**config.mk**
```make
export PLATFORM = sky130hd
export DESIGN_NAME = hall_speed_sector_calibrator_unit
export DESIGN_NICKNAME = d
export VERILOG_FILES = /design/src/rtl/hssc_pkg.sv /design/src/rtl/hssc_ctrl.sv /design/src/rtl/hssc_datapath.sv /design/src/rtl/hall_speed_sector_calibrator_unit.sv
export SDC_FILE = /design/constraint.sdc
export NUM_CORES = 2
export LEC_CHECK = 0
export BUFFER_PORTS_ARGS = -buffer_cell sky130_fd_sc_hd__buf_4
export CAP_MARGIN = 5
export CELL_PAD_IN_SITES_DETAIL_PLACEMENT = 0
export CELL_PAD_IN_SITES_GLOBAL_PLACEMENT = 1
export CORE_ASPECT_RATIO = 2
export CORE_UTILIZATION = 45
export DETAILED_ROUTE_END_ITERATION = 6
export PLACE_DENSITY_LB_ADDON = 0.1
export REMOVE_ABC_BUFFERS = 1
export SETUP_SLACK_MARGIN = 0.15
export SYNTH_ARGS = -nofsm -noshare
export SYNTH_HDL_FRONTEND = slang
export SYNTH_SLANG_ARGS = --single-unit
```
**constraint.sdc**
```tcl
create_clock -name clk_i -period 8.66 [get_ports clk_i]
set_input_delay 0.866 -clock clk_i [delete_from_list [all_inputs] [get_ports clk_i]]
set_output_delay 0.866 -clock clk_i [all_outputs]
set_load 0.01 [all_outputs]
```
**src/rtl/hssc_pkg.sv**
```systemverilog
// Shared types, constants and tables of the hall speed and sector calibrator.
package hssc_pkg;

  localparam int INDEX_COUNT  = 48;
  localparam int CAPTURE_BITS = 16;
  localparam int IDX_W        = $clog2(INDEX_COUNT);

  localparam int SPEED_W  = 24;
  localparam int CAL_W    = 25;
  localparam int FACTOR_W = 16;
  localparam int JUMP_W   = 12;
  localparam int PROD_W   = SPEED_W + FACTOR_W;
  localparam int NUM_W    = SPEED_W + 8;
  localparam int DEN_W    = CAPTURE_BITS + $clog2(INDEX_COUNT);
  localparam int CNT_W    = $clog2(NUM_W);

  localparam int CFG_IDX_W  = 4;
  localparam int CFG_DATA_W = 24;
  localparam logic [CFG_IDX_W-1:0] CFG_TIMER_FREQ  = CFG_IDX_W'(0);
  localparam logic [CFG_IDX_W-1:0] CFG_JUMP_FACTOR = CFG_IDX_W'(1);

  localparam logic [SPEED_W-1:0]  TIMER_FREQ_RESET  = SPEED_W'(1000000);
  localparam logic [JUMP_W-1:0]   JUMP_FACTOR_RESET = JUMP_W'(384);
  localparam logic [SPEED_W-1:0]  SPEED_MAX         = '1;
  localparam logic [CAL_W-1:0]    CAL_MAX           = '1;
  localparam logic [FACTOR_W-1:0] UNITY_Q14         = FACTOR_W'(16384);
  localparam logic [2:0]          SECTOR_UNKNOWN    = 3'd6;
  localparam logic [2:0]          SECTOR_INDEX      = 3'd5;
  localparam logic [2:0]          HALL_ALL_LOW      = 3'b000;
  localparam logic [2:0]          HALL_ALL_HIGH     = 3'b111;

  localparam int ROM_DEPTH = 48;
  localparam int ROM_AW    = $clog2(ROM_DEPTH);

  localparam logic [FACTOR_W-1:0] SPEED_FACTOR_ROM [ROM_DEPTH] = '{
    16'd5557,  16'd19397, 16'd25879, 16'd11906, 16'd17103, 16'd16189,
    16'd19495, 16'd11710, 16'd24745, 16'd11752, 16'd19484, 16'd15185,
    16'd17280, 16'd13143, 16'd26963, 16'd11158, 16'd16305, 16'd17626,
    16'd20305, 16'd10687, 16'd23600, 16'd15237, 16'd14420, 16'd16448,
    16'd20755, 16'd11457, 16'd22515, 16'd14880, 16'd14316, 16'd17713,
    16'd22364, 16'd9370,  16'd23518, 16'd17754, 16'd12781, 16'd15532,
    16'd25061, 16'd10063, 16'd21851, 16'd16066, 16'd13731, 16'd17311,
    16'd12511, 16'd33102, 16'd12242, 16'd9401,  16'd25833, 16'd35471
  };

  localparam logic [FACTOR_W-1:0] RPM_FACTOR_ROM [ROM_DEPTH] = '{
    16'd7869,  16'd23683, 16'd20005, 16'd12665, 16'd17428, 16'd16695,
    16'd16897, 16'd14200, 16'd19867, 16'd13155, 16'd18339, 16'd15421,
    16'd16640, 16'd15776, 16'd19666, 16'd11950, 16'd17547, 16'd17632,
    16'd16389, 16'd13225, 16'd20275, 16'd14077, 16'd15136, 16'd17198,
    16'd17133, 16'd13523, 16'd19340, 16'd14074, 16'd15496, 16'd17734,
    16'd16404, 16'd12018, 16'd21014, 16'd14639, 16'd13510, 16'd17318,
    16'd18268, 16'd11944, 16'd19445, 16'd14580, 16'd14868, 16'd17741,
    16'd16790, 16'd21989, 16'd11010, 16'd14565, 16'd25387, 16'd16101
  };

  typedef enum logic [1:0] {
    HALL_OK       = 2'd0,
    HALL_LOW_ERR  = 2'd1,
    HALL_HIGH_ERR = 2'd2
  } hall_status_e;

  typedef enum logic [2:0] {
    ST_IDLE,
    ST_DIV,
    ST_JUMP,
    ST_UPDATE,
    ST_SECT,
    ST_CAL1,
    ST_CAL2,
    ST_EMIT
  } state_e;

  typedef enum logic [1:0] {
    MUL_JUMP,
    MUL_SPD,
    MUL_RPM
  } mul_sel_e;

  typedef struct packed {
    logic                    opcode;
    logic [CAPTURE_BITS-1:0] capture_count;
    logic [2:0]              hall_bits;
  } hssc_in_t;

  typedef struct packed {
    logic [SPEED_W-1:0] speed;
    logic [CAL_W-1:0]   calibrated_speed;
    logic [CAL_W-1:0]   calibrated_rpm;
    logic [5:0]         mech_index;
    logic [2:0]         sector;
    logic [8:0]         angle_deg;
    logic [1:0]         hall_status;
  } hssc_out_t;

  typedef struct packed {
    logic     load;
    logic     div_step;
    logic     speed_take;
    logic     mul_en;
    mul_sel_e mul_sel;
    logic     index_update;
    logic     sector_update;
    logic     cal_take;
    logic     emit;
  } hssc_cmd_t;

  typedef struct packed {
    logic div_last;
    logic out_free;
  } hssc_stat_t;

  function automatic logic [FACTOR_W-1:0] speed_factor(input logic [IDX_W-1:0] idx);
    if (int'(idx) < ROM_DEPTH) begin
      return SPEED_FACTOR_ROM[ROM_AW'(idx)];
    end
    return UNITY_Q14;
  endfunction

  function automatic logic [FACTOR_W-1:0] rpm_factor(input logic [IDX_W-1:0] idx);
    if (int'(idx) < ROM_DEPTH) begin
      return RPM_FACTOR_ROM[ROM_AW'(idx)];
    end
    return UNITY_Q14;
  endfunction

  function automatic logic [2:0] sector_decode(input logic [2:0] bits);
    logic [2:0] s;
    unique case (bits)
      3'b001:  s = 3'd2;
      3'b010:  s = 3'd0;
      3'b011:  s = 3'd1;
      3'b100:  s = 3'd4;
      3'b101:  s = 3'd3;
      3'b110:  s = 3'd5;
      default: s = SECTOR_UNKNOWN;
    endcase
    return s;
  endfunction

  function automatic logic [8:0] sector_angle(input logic [2:0] s);
    logic [8:0] a;
    unique case (s)
      3'd1:    a = 9'd60;
      3'd2:    a = 9'd120;
      3'd3:    a = 9'd180;
      3'd4:    a = 9'd240;
      3'd5:    a = 9'd300;
      default: a = 9'd0;
    endcase
    return a;
  endfunction

endpackage

```
**src/rtl/hssc_ctrl.sv**
```systemverilog
// Sequencing state machine of the hall speed and sector calibrator.
module hssc_ctrl (
  input  logic              clk_i,
  input  logic              rst_ni,
  input  logic              in_valid_i,
  input  logic              in_opcode_i,
  output logic              in_ready_o,
  input  hssc_pkg::hssc_stat_t stat_i,
  output hssc_pkg::hssc_cmd_t  cmd_o
);
  import hssc_pkg::*;

  state_e state_q, state_d;

  always_ff @(posedge clk_i or negedge rst_ni) begin
    if (!rst_ni) begin
      state_q <= ST_IDLE;
    end else begin
      state_q <= state_d;
    end
  end

  always_comb begin
    state_d = state_q;
    unique case (state_q)
      ST_IDLE: begin
        if (in_valid_i) begin
          state_d = in_opcode_i ? ST_SECT : ST_DIV;
        end
      end
      ST_DIV: begin
        if (stat_i.div_last) begin
          state_d = ST_JUMP;
        end
      end
      ST_JUMP:   state_d = ST_UPDATE;
      ST_UPDATE: state_d = ST_CAL1;
      ST_SECT:   state_d = ST_CAL1;
      ST_CAL1:   state_d = ST_CAL2;
      ST_CAL2:   state_d = ST_EMIT;
      ST_EMIT: begin
        if (stat_i.out_free) begin
          state_d = ST_IDLE;
        end
      end
      default:   state_d = ST_IDLE;
    endcase
  end

  always_comb begin
    cmd_o      = '0;
    cmd_o.mul_sel = MUL_JUMP;
    in_ready_o = 1'b0;
    unique case (state_q)
      ST_IDLE: begin
        in_ready_o = 1'b1;
        cmd_o.load = in_valid_i;
      end
      ST_DIV:  cmd_o.div_step = 1'b1;
      ST_JUMP: begin
        // The old speed is multiplied by the jump ratio for the index test.
        cmd_o.speed_take = 1'b1;
        cmd_o.mul_en     = 1'b1;
        cmd_o.mul_sel    = MUL_JUMP;
      end
      ST_UPDATE: cmd_o.index_update  = 1'b1;
      ST_SECT:   cmd_o.sector_update = 1'b1;
      ST_CAL1: begin
        cmd_o.mul_en  = 1'b1;
        cmd_o.mul_sel = MUL_SPD;
      end
      ST_CAL2: begin
        cmd_o.cal_take = 1'b1;
        cmd_o.mul_en   = 1'b1;
        cmd_o.mul_sel  = MUL_RPM;
      end
      ST_EMIT:   cmd_o.emit = stat_i.out_free;
      default: begin
      end
    endcase
  end

endmodule

```
**src/rtl/hssc_datapath.sv**
```systemverilog
// Datapath: configuration, serial divider, shared multiplier, state and output register.
module hssc_datapath (
  input  logic                          clk_i,
  input  logic                          rst_ni,
  input  logic                          cfg_valid_i,
  input  logic [hssc_pkg::CFG_IDX_W-1:0]  cfg_index_i,
  input  logic [hssc_pkg::CFG_DATA_W-1:0] cfg_data_i,
  input  hssc_pkg::hssc_in_t            in_i,
  input  hssc_pkg::hssc_cmd_t           cmd_i,
  output hssc_pkg::hssc_stat_t          stat_o,
  output logic                          out_valid_o,
  input  logic                          out_ready_i,
  output hssc_pkg::hssc_out_t           out_o
);
  import hssc_pkg::*;

  logic [SPEED_W-1:0] timer_freq_q;
  logic [JUMP_W-1:0]  jump_factor_q;
  logic [SPEED_W-1:0] last_speed_q;
  logic [IDX_W-1:0]   index_q, index_d;
  logic [2:0]         sector_q;
  hall_status_e       status_q;
  logic               out_valid_q;

  logic [NUM_W-1:0]   quo_q, quo_d;
  logic [DEN_W-1:0]   rem_q, rem_d;
  logic [DEN_W-1:0]   den_q;
  logic [CNT_W-1:0]   cnt_q;
  logic               cap_zero_q;
  logic [2:0]         hall_q;
  logic [SPEED_W-1:0] new_speed_q, new_speed_d;
  logic [PROD_W-1:0]  prod_q;
  logic [FACTOR_W-1:0] mul_b;
  logic [CAL_W-1:0]   cal_spd_q;
  hssc_out_t          out_q;

  logic [DEN_W:0]     shifted;
  logic [DEN_W:0]     trial;
  logic               jump_hit;

  function automatic logic [CAL_W-1:0] cal_round(input logic [PROD_W-1:0] p);
    logic [PROD_W:0]    sum;
    logic [PROD_W-14:0] scaled;
    sum    = {1'b0, p} + (PROD_W+1)'(8192);
    scaled = sum[PROD_W:14];
    if (scaled > (PROD_W-13)'(CAL_MAX)) begin
      return CAL_MAX;
    end
    return scaled[CAL_W-1:0];
  endfunction

  // Restoring division, one quotient bit a cycle.
  always_comb begin
    shifted = {rem_q, quo_q[NUM_W-1]};
    trial   = shifted - {1'b0, den_q};
    if (!trial[DEN_W]) begin
      rem_d = trial[DEN_W-1:0];
      quo_d = {quo_q[NUM_W-2:0], 1'b1};
    end else begin
      rem_d = shifted[DEN_W-1:0];
      quo_d = {quo_q[NUM_W-2:0], 1'b0};
    end
  end

  always_comb begin
    if (cap_zero_q || (|quo_q[NUM_W-1:SPEED_W])) begin
      new_speed_d = SPEED_MAX;
    end else begin
      new_speed_d = quo_q[SPEED_W-1:0];
    end
  end

  always_comb begin
    case (cmd_i.mul_sel)
      MUL_SPD: mul_b = speed_factor(index_q);
      MUL_RPM: mul_b = rpm_factor(index_q);
      default: mul_b = FACTOR_W'(jump_factor_q);
    endcase
  end

  // The product register holds jump_factor times the old speed here.
  assign jump_hit = (sector_q == SECTOR_INDEX) &&
                    (prod_q < PROD_W'({new_speed_q, 8'b0}));

  always_comb begin
    if (jump_hit || (int'(index_q) >= INDEX_COUNT - 1)) begin
      index_d = '0;
    end else begin
      index_d = index_q + IDX_W'(1);
    end
  end

  always_ff @(posedge clk_i or negedge rst_ni) begin
    if (!rst_ni) begin
      timer_freq_q  <= TIMER_FREQ_RESET;
      jump_factor_q <= JUMP_FACTOR_RESET;
      last_speed_q  <= '0;
      index_q       <= IDX_W'(INDEX_COUNT - 1);
      sector_q      <= SECTOR_UNKNOWN;
      status_q      <= HALL_OK;
      out_valid_q   <= 1'b0;
    end else begin
      if (cfg_valid_i) begin
        unique case (cfg_index_i)
          CFG_TIMER_FREQ:  timer_freq_q  <= cfg_data_i[SPEED_W-1:0];
          CFG_JUMP_FACTOR: jump_factor_q <= cfg_data_i[JUMP_W-1:0];
          default: begin
          end
        endcase
      end
      if (cmd_i.index_update) begin
        index_q      <= index_d;
        last_speed_q <= new_speed_q;
      end
      if (cmd_i.sector_update) begin
        if (hall_q == HALL_ALL_LOW) begin
          status_q <= HALL_LOW_ERR;
        end else if (hall_q == HALL_ALL_HIGH) begin
          status_q <= HALL_HIGH_ERR;
        end else begin
          sector_q <= sector_decode(hall_q);
          status_q <= HALL_OK;
        end
      end
      if (cmd_i.emit) begin
        out_valid_q <= 1'b1;
      end else if (out_ready_i) begin
        out_valid_q <= 1'b0;
      end
    end
  end

  always_ff @(posedge clk_i) begin
    if (cmd_i.load) begin
      quo_q      <= {timer_freq_q, 8'b0};
      rem_q      <= '0;
      den_q      <= DEN_W'(in_i.capture_count) * DEN_W'(INDEX_COUNT);
      cap_zero_q <= (in_i.capture_count == '0);
      cnt_q      <= '0;
      hall_q     <= in_i.hall_bits;
    end else if (cmd_i.div_step) begin
      quo_q <= quo_d;
      rem_q <= rem_d;
      cnt_q <= cnt_q + CNT_W'(1);
    end
    if (cmd_i.speed_take) begin
      new_speed_q <= new_speed_d;
    end
    if (cmd_i.mul_en) begin
      prod_q <= PROD_W'(last_speed_q) * PROD_W'(mul_b);
    end
    if (cmd_i.cal_take) begin
      cal_spd_q <= cal_round(prod_q);
    end
    if (cmd_i.emit) begin
      out_q.speed            <= last_speed_q;
      out_q.calibrated_speed <= cal_spd_q;
      out_q.calibrated_rpm   <= cal_round(prod_q);
      out_q.mech_index       <= 6'(index_q);
      out_q.sector           <= sector_q;
      out_q.angle_deg        <= sector_angle(sector_q);
      out_q.hall_status      <= status_q;
    end
  end

  assign stat_o.div_last = (cnt_q == CNT_W'(NUM_W - 1));
  assign stat_o.out_free = !out_valid_q || out_ready_i;
  assign out_valid_o     = out_valid_q;
  assign out_o           = out_q;

endmodule

```
**src/rtl/hall_speed_sector_calibrator_unit.sv**
```systemverilog
// Top level of the hall speed and sector calibrator.
//
// One request on the input channel is one hall event: opcode 0 carries a
// capture count and yields a new Q16.8 speed, opcode 1 carries the three
// hall levels and updates the electrical sector and status. Every request
// gives exactly one result on the output channel, holding the speed, both
// calibrated speeds, the mechanical index, the sector, its angle and status.
// A capture goes from acceptance to the result through the bit-serial
// divider, then the jump test, the index update and two passes through
// the single shared multiplier. A sector change goes through the sector
// update and the two multiplier passes. One request is in work at a time;
// the next may be accepted while the previous result still waits in the
// output register.
// If the receiver stalls, the finished result is held until the output
// register is free, and no further request is accepted until then.
// The configuration channel is always ready; writes are meant for idle time.
// Reset restores timer_freq and jump_factor, clears the speed, sets the
// index to its last value and the sector to unknown, with no result pending.
module hall_speed_sector_calibrator_unit (
  input  logic                            clk_i,
  input  logic                            rst_ni,
  input  logic                            in_valid_i,
  output logic                            in_ready_o,
  input  hssc_pkg::hssc_in_t              in_i,
  output logic                            out_valid_o,
  input  logic                            out_ready_i,
  output hssc_pkg::hssc_out_t             out_o,
  input  logic                            cfg_valid_i,
  output logic                            cfg_ready_o,
  input  logic [hssc_pkg::CFG_IDX_W-1:0]  cfg_index_i,
  input  logic [hssc_pkg::CFG_DATA_W-1:0] cfg_data_i
);
  import hssc_pkg::*;

  hssc_cmd_t  cmd;
  hssc_stat_t stat;

  assign cfg_ready_o = 1'b1;

  hssc_ctrl u_ctrl (
    .clk_i       (clk_i),
    .rst_ni      (rst_ni),
    .in_valid_i  (in_valid_i),
    .in_opcode_i (in_i.opcode),
    .in_ready_o  (in_ready_o),
    .stat_i      (stat),
    .cmd_o       (cmd)
  );

  hssc_datapath u_datapath (
    .clk_i       (clk_i),
    .rst_ni      (rst_ni),
    .cfg_valid_i (cfg_valid_i),
    .cfg_index_i (cfg_index_i),
    .cfg_data_i  (cfg_data_i),
    .in_i        (in_i),
    .cmd_i       (cmd),
    .stat_o      (stat),
    .out_valid_o (out_valid_o),
    .out_ready_i (out_ready_i),
    .out_o       (out_o)
  );

`ifndef SYNTHESIS
  // Once a request is taken the block stays busy until its result is loaded.
  assert property (@(posedge clk_i) disable iff (!rst_ni)
    in_valid_i && in_ready_o |=> !in_ready_o)
    else $error("request accepted while the previous one was still in work");

  // A result is never loaded over one that has not yet been taken.
  assert property (@(posedge clk_i) disable iff (!rst_ni)
    cmd.emit |-> (!out_valid_o || out_ready_i))
    else $error("result register overwritten while occupied");

  // The index stays inside one revolution and the angle follows the sector.
  assert property (@(posedge clk_i) disable iff (!rst_ni)
    out_valid_o |-> (int'(out_o.mech_index) < INDEX_COUNT) &&
                    (out_o.angle_deg == sector_angle(out_o.sector)))
    else $error("result index or angle out of range");
`endif

endmodule

```
-- Yosys cells after proc, flatten, opt, wreduce, memory -nomap -nowiden
Memories as Yosys holds them, arrays and structs flattened.
Cells that the tools add are included.
- add/subtract/negate cells: 4
- multipliers: 2
- div/mod/pow operators: 0
- magnitude comparators: 5
- equality and inequality tests: 26
- shifts and indexed selects: 0
- multiplexer cells: 43
- bitwise logic cells: 3
- reductions and logical operators: 17
- operators with widths (kind ; number):
    2-to-1 mux 16 bit ; 8
    2-to-1 mux 25 bit ; 3
    2-to-1 mux 32 bit ; 2
    case mux 9 bit (5 select lines) ; 1
    adder 40 x 14 -> 41 bit (second input constant) ; 1
    less-than comparator 40 x 32 -> 1 bit ; 1
    multiplier 24 x 16 -> 40 bit ; 1
    case mux 16 bit (2 select lines) ; 1
    == test 3 bit (second input constant) ; 10
    greater-than comparator 27 x 25 -> 1 bit (second input constant) ; 1
    subtractor 23 x 22 -> 23 bit ; 1
    2-to-1 mux 22 bit ; 1
    case mux 3 bit (7 select lines) ; 1
    == test 3 x 2 -> 1 bit (second input constant) ; 6
    multiplier 16 x 2 -> 18 bit (second input constant) ; 1
    case mux 3 bit (6 select lines) ; 1
    2-to-1 mux 1 bit ; 17
    zero test 16 bit ; 1
    2-to-1 mux 3 bit ; 4
    == test 3 x 1 -> 1 bit (second input constant) ; 3
    case mux 3 bit (3 select lines) ; 1
    OR reduction 8 bit ; 1
    greater-or-equal comparator 7 bit (second input constant) ; 1
    inverter 6 -> 7 bit ; 1
    other kinds (22) ; 31
- register bits: 339
- bits in latches: 0
- RAM bits: 0
- bits in read-only memories: 2048
- input port bits: 53
- output and inout port bits: 97
- logic and storage cells: 127
- memories kept: 2
- memory list (name ; depth ; width ; rd ports ; clocked after Yosys merged registers in ; wr ports ; line ; source):
    (no name shown) ; 64 ; 16 ; 1 ; 0 ; 0 ; hssc_pkg.sv:115 ; return SPEED_FACTOR_ROM[ROM_AW'(idx)];
    (no name shown) ; 64 ; 16 ; 1 ; 0 ; 0 ; hssc_pkg.sv:122 ; return RPM_FACTOR_ROM[ROM_AW'(idx)];

-- Logic depth before layout (Yosys ltp)
- depth in word-level cells: 8
- gate-level depth with buffers: 37
- mapped depth without buffers: 35

-- By module
From an unflattened synthesis, not the netlist that was laid out.
- cells, all modules: 2911
- area total of the unflattened synthesis: 28921.5 µm²
- modules (own cells, without submodules) (module ; instances ; cells an instance ; area each (µm²) ; seq. area each (µm²)):
    hssc_datapath ; 1 ; 2873 ; 28566.1 ; 9098.7
    hssc_ctrl ; 1 ; 36 ; 344.1 ; 75.1
    hall_speed_sector_calibrator_unit ; 1 ; 2 ; 11.3 ; 0.0

-- Worst setup path after synthesis
OpenSTA, ideal clock, no wires.
- path type: reg2reg
- start point: reg u_ctrl.state_q[2]
- end point: reg u_datapath.prod_q[34], data pin
- setup time: 0.264 ns
- arrival: 8.377 ns
- required time: 8.396 ns
- setup slack: 0.019 ns
- stages on the path, launching flop included: 34
- buffers on the path: 4
- clock period less this slack: 8.641 ns
- cell sequence: dfrtp_1 -> clkbuf_1 -> buf_1 -> nand2_1 -> inv_1 -> ha_1 -> clkbuf_1 -> a22oi_1 -> a21oi_1 -> clkbuf_1 -> nand2_1 -> fa_1 -> inv_1 -> fa_1 -> inv_1 -> fa_1 -> inv_1 -> fa_1 -> fa_1 -> inv_1 -> fa_1 -> inv_1 -> ha_1 -> a21o_1 -> a21o_1 -> a21oi_1 -> o21ai_0 -> a221oi_1 -> nor2_1 -> nor3_1 -> o31a_4 -> o21bai_1 -> a221oi_1 -> xnor2_1
- word-level cells in the longest chain between the ends: 5
- elaborated cells between the ends (all ways): 8
- classes of those cells: mul (1); eq/ne (5); mux (2)
- ends and longest elaborated chain (what ; line ; source):
    from (decl) ; hssc_ctrl.sv:13 ; state_e state_q, state_d;
    from (signal assigned) ; hssc_ctrl.sv:19 ; state_q <= state_d;
    == test 3 bit / == test 3 x 2 -> 1 bit (equally long branches) ; hssc_ctrl.sv:54 ; unique case (state_q)
    case mux 3 bit (3 select lines) * ; hssc_ctrl.sv:54 ;
    == test 2 bit / == test 2 x 1 -> 1 bit (equally long branches) ; -- ;
    case mux 16 bit (2 select lines) * ; hssc_datapath.sv:74 ; case (cmd_i.mul_sel)
    multiplier 24 x 16 -> 40 bit * ; hssc_datapath.sv:150 ; prod_q <= PROD_W'(last_speed_q) * PROD_W'(mul_b);
    to (signal assigned) ; hssc_datapath.sv:150 ;
    to (decl) ; hssc_datapath.sv:32 ; logic [PROD_W-1:0] prod_q;
Every way passes the cells marked *; elsewhere a longest branch is shown, timed or not.
A chain may end at the register's enable or synchronous reset.

-- Final worst setup path
- start point: reg u_datapath.index_q[0]
- end point: reg u_datapath.prod_q[24], data pin
- word-level cells in the longest chain between the ends: 8
- elaborated cells between the ends (all ways): 17
- classes of those cells: mul (1); order compare (1); mux (12); bitwise (1); memory (2)
- ends and longest elaborated chain (what ; line ; source):
    from (decl) ; hssc_datapath.sv:20 ; logic [IDX_W-1:0] index_q, index_d;
    from (signal assigned) ; hssc_datapath.sv:98 ; index_q <= IDX_W'(INDEX_COUNT - 1);
    from (signal assigned) ; hssc_datapath.sv:112 ; index_q <= index_d;
    inverter 6 -> 7 bit (implied by the code) ; hssc_pkg.sv:115, hssc_pkg.sv:122 ;
    memory read (64 x 16 bit) (on tied branches) ; -- ;
    2-to-1 mux 16 bit (on tied branches) (2 in a row) ; hssc_pkg.sv:122, hssc_pkg.sv:115 ;
    2-to-1 mux 16 bit (on tied branches) ; hssc_pkg.sv:121, hssc_pkg.sv:114 ;
    2-to-1 mux 16 bit (on tied branches) ; hssc_pkg.sv:124, hssc_pkg.sv:117 ;
    case mux 16 bit (2 select lines) * ; hssc_datapath.sv:74 ;
    multiplier 24 x 16 -> 40 bit * ; hssc_datapath.sv:150 ;
Every way passes the cells marked *; elsewhere a longest branch is shown, timed or not. The select of a mux whose other input is x is not followed.

==> impl_metrics.py <==
metrics = {
    "outcome": {
        "outcome": "finished clean",
    },
    "floorplanning": {
        "io_pins": 150,
        "dieArea_sq_mm": 0.0652,
        "die_width_um": 181,
        "die_y_um": 360,
        "start_util": 0.454,
        "fp-row-count": 131,
        "core_sq_mm": 0.0636,
    },
    "yosys": {
        "ys.flop_type": "edfxtp_1",
        "async_flop_share": 0.228,
        "synth_warnings": 0,
        "synth-edff-count": 219,
        "syn_area_per_cell_sq_um": 9.67,
        "synth_cell_type_count": 76,
        "synth_area_sq_mm": 0.0289,
        "yosysSeqAreaShare": 0.318,
        "synth_seq_cells": 329,
        "syn_inst": 2985,
    },
    "setup_path": {
        "critPathLaunchType": "flip-flop",
        "timing.rr.start": "u_datapath.index_q[0]",
        "cpPeakStageDelay_ns": 0.61,
        "crit_slowest_cell": "fa_1",
        "cp.required_ns": 9.00,
        "endpoint_kind": "flip-flop",
        "cp-startpoint": "u_datapath.index_q[0]",
        "crit_path_max_fanout": 10,
        "critPathKind": "flip-flop to flip-flop",
        "r2r_cells": 35,
        "cpMostUsedCell": "fa_1",
        "crit_arrival_ns": 8.71,
    },
    "route": {
        "ant_nets": 0,
        "routed_wl_mm": 97.2,
        "drt-initial-drc-count": 1306,
        "vias_per_cell": 5.60,
        "wl_per_cell_um": 23.9,
        "drtPass1Iterations": 5,
        "drc_errors": 0,
        "routed-via-count": 22750,
    },
    "clocking": {
        "numCtsBuffers": 30,
        "ctsLongestPathBuffers": 3,
        "htreeDepth": 1,
        "clk_pin_slew_ns": 0.07,
        "cts_tree": "yes",
        "root_buffer": "clkbuf_16",
        "clock_sinks": 329,
        "clk_latency_ns": 0.61,
        "cts_hold_buf": 0,
    },
    "sta": {
        "slew_viol_final": 0,
        "rsz0062_at_grt": "false",
        "slew_headroom": 0.303,
        "max_freq_ghz": 0.120,
        "finalSetupTns_ns": 0,
        "skew_ns": 0.0149,
        "finalHoldViolCount": 0,
        "finalWorstSetupSlack_ns": 0.294,
        "whs_ns": 0.118,
        "tightest_slew_ns": 1.05,
        "min_period_ns": 8.37,
        "setup_viol": 0,
        "finalCritPeriodShare": 0.966,
    },
    "global_routing": {
        "gr-usage-all-layers": 0.304,
        "grt_antenna_before_repair": 2,
        "grt_overflow": 0,
        "grt_pass1_vias": 24739,
        "grt_max_degree": 74,
        "grt_pass1_wl_mm": 147,
    },
    "cells_and_area": {
        "drive_gt1_frac": 0.184,
        "design.final.nets": 3806,
        "area_growth_pct": 17.1,
        "postLayoutCellArea_sq_mm": 0.0338,
    },
    "job": {
        "maxCapViolCount": 0,
    },
    "placement": {
        "place_ws_ns": -0.106,
        "numPortBuffers": 146,
        "hpwlAfterDp_mm": 77.9,
        "placed_area_sq_mm": 0.0322,
        "gp_congestion": 0.980,
    },
    "hold_path": {
        "hp-class": "input pin to asynchronous set/reset pin",
    },
}
## final timing paths
| kind | end | slack, ns |
|---|---|---|
| hold / removal | u_datapath.jump_factor_q[2] | 0.12 |
| setup reg to reg | u_datapath.prod_q[24] | 0.29 |
| setup / recovery | u_datapath.prod_q[24] | 0.29 |
| max in group asynchronous | u_datapath.last_speed_q[1] | 7.32 |
| hold reg to reg | u_datapath.out_o[69] | 0.42 |
| min in group clk_i | u_datapath.out_o[69] | 0.42 |
## logic make-up after synthesis
group                    Yosys count  synth area share
AO/OA/AOI/OAI                    446            0.0974
XOR/XNOR                          78            0.0237
adder cells (fa/ha/maj)          511             0.301
buffers and inverters            586            0.0784
flip-flops                       329             0.318
multiplexers                      62            0.0237
other                              2          0.000260
AND/OR/NAND/NOR                  971             0.158
## cells in the mapped netlist (all sizes together) (4+ instances only)
cell,count,share of area
a211o,4,0.0012
a211oi,8,0.0021
a21boi,8,0.0021
a21o,30,0.0078
a21oi,126,0.022
a221oi,12,0.0036
a22oi,9,0.0023
a311oi,6,0.0018
a31oi,21,0.0045
and2,119,0.026
and3,17,0.0037
and4,4,0.0012
buf,35,0.0068
clkbuf,115,0.015
dfrtp,59,0.051
dfstp,16,0.015
dfxtp,35,0.024
edfxtp,219,0.23
fa,307,0.21
ha,204,0.088
inv,435,0.057
mux2,40,0.016
mux2i,21,0.0073
nand2,470,0.061
nand2b,23,0.0050
nand3,70,0.012
nand4,16,0.0035
nor2,99,0.013
nor2b,67,0.015
nor3,34,0.0059
nor3b,6,0.0016
nor4,7,0.0015
o2111ai,6,0.0018
o211ai,17,0.0044
o21a,12,0.0031
o21ai,123,0.021
o21bai,5,0.0013
o221ai,8,0.0026
o22ai,15,0.0032
o31ai,11,0.0029
o41ai,4,0.0012
or2,27,0.0058
or3,6,0.0013
xnor2,49,0.015
xor2,29,0.0088
## timing repair
action,4_1_cts,5_1_grt
cloned,0,2
resized for setup,14,99
endpoints found under the setup margin,18,22
pin swaps,6,48
buffers inserted,2,10
hold endpoints to repair,0,0
## placed cells by master (no fill, tap or decap), types with 12 or more instances in the layout
| cell | n |
|---|---|
| nand2_1 | 466 |
| inv_1 | 425 |
| buf_4 | 340 |
| fa_1 | 297 |
| edfxtp_1 | 219 |
| ha_1 | 193 |
| and2_1 | 119 |
| a21oi_1 | 114 |
| o21ai_0 | 108 |
| nor2_1 | 96 |
| nand3_1 | 70 |
| nor2b_1 | 62 |
| dfrtp_1 | 59 |
| xnor2_1 | 49 |
| mux2_2 | 40 |
| dfxtp_1 | 35 |
| nor3_1 | 32 |
| clkbuf_16 | 31 |
| a21o_1 | 30 |
| xor2_1 | 29 |
| or2_2 | 27 |
| nand2b_1 | 22 |
| mux2i_1 | 20 |
| and3_1 | 17 |
| o211ai_1 | 17 |
| buf_6 | 17 |
| nand4_1 | 16 |
| dfstp_2 | 16 |
| a31oi_1 | 15 |
| buf_12 | 13 |
| o21a_1 | 12 |
| o21ai_1 | 12 |
| o22ai_1 | 12 |
## stage by stage
stage                      util  instances
after floorplan               -       2836
after global placement    0.506       3994
after detailed placement  0.506       3994
after CTS                 0.524       4052
after global routing      0.531       4064
final                     0.532       4066
## cell type report
type / count / area [sq um]
Antenna cell: 2 / 5.00
Clock buffer: 41 / 842
Clock inverter: 15 / 216
Fill cell: 5828 / 29800
Inverter: 436 / 1640
Multi-Input combinational cell: 2071 / 17900
Sequential cell: 329 / 9170
Tap cell: 798 / 998
Timing Repair Buffer: 374 / 3060
## routing by layer
layer | share of wire | global-route usage | vias up | routed length (um)
li1 | - | - | 10262 | -
met1 | 0.31 | 0.282 | 11363 | 30400
met2 | 0.55 | 0.594 | 760 | 53700
met3 | 0.035 | 0.0253 | 363 | 3390
met4 | 0.10 | 0.242 | 2 | 9720
met5 | 0.000093 | 0 | - | 9
## critical path, delay by kind of cell (launching register included)
family | cells | cell delay (ns)
DFF | 1 | 0.59
buffers and inverters | 11 | 1.21
adders and majority gates | 8 | 3.60
and+or+nand+nor | 5 | 0.73
AOI/OAI and AO/OA | 11 | 1.97
## sequential cells by signal (all words and copies together) (netlist names), 2 cells and up
signal                    cells
u_datapath.new_speed_q       24
u_datapath.sector_q           3
u_datapath.last_speed_q      24
u_datapath.jump_factor_q     12
u_datapath.den_q             18
u_datapath.cal_spd_q         25
u_datapath.out_o             92
u_datapath.index_q            6
u_datapath.rem_q             22
u_datapath.quo_q             32
u_datapath.status_q           2
u_datapath.cnt_q              5
u_ctrl.state_q                3
u_datapath.timer_freq_q      24
u_datapath.hall_q             3
u_datapath.prod_q            32
Power is not shown: default switching activity piles up to over one toggle a cycle in this logic, so the estimate is an artifact.
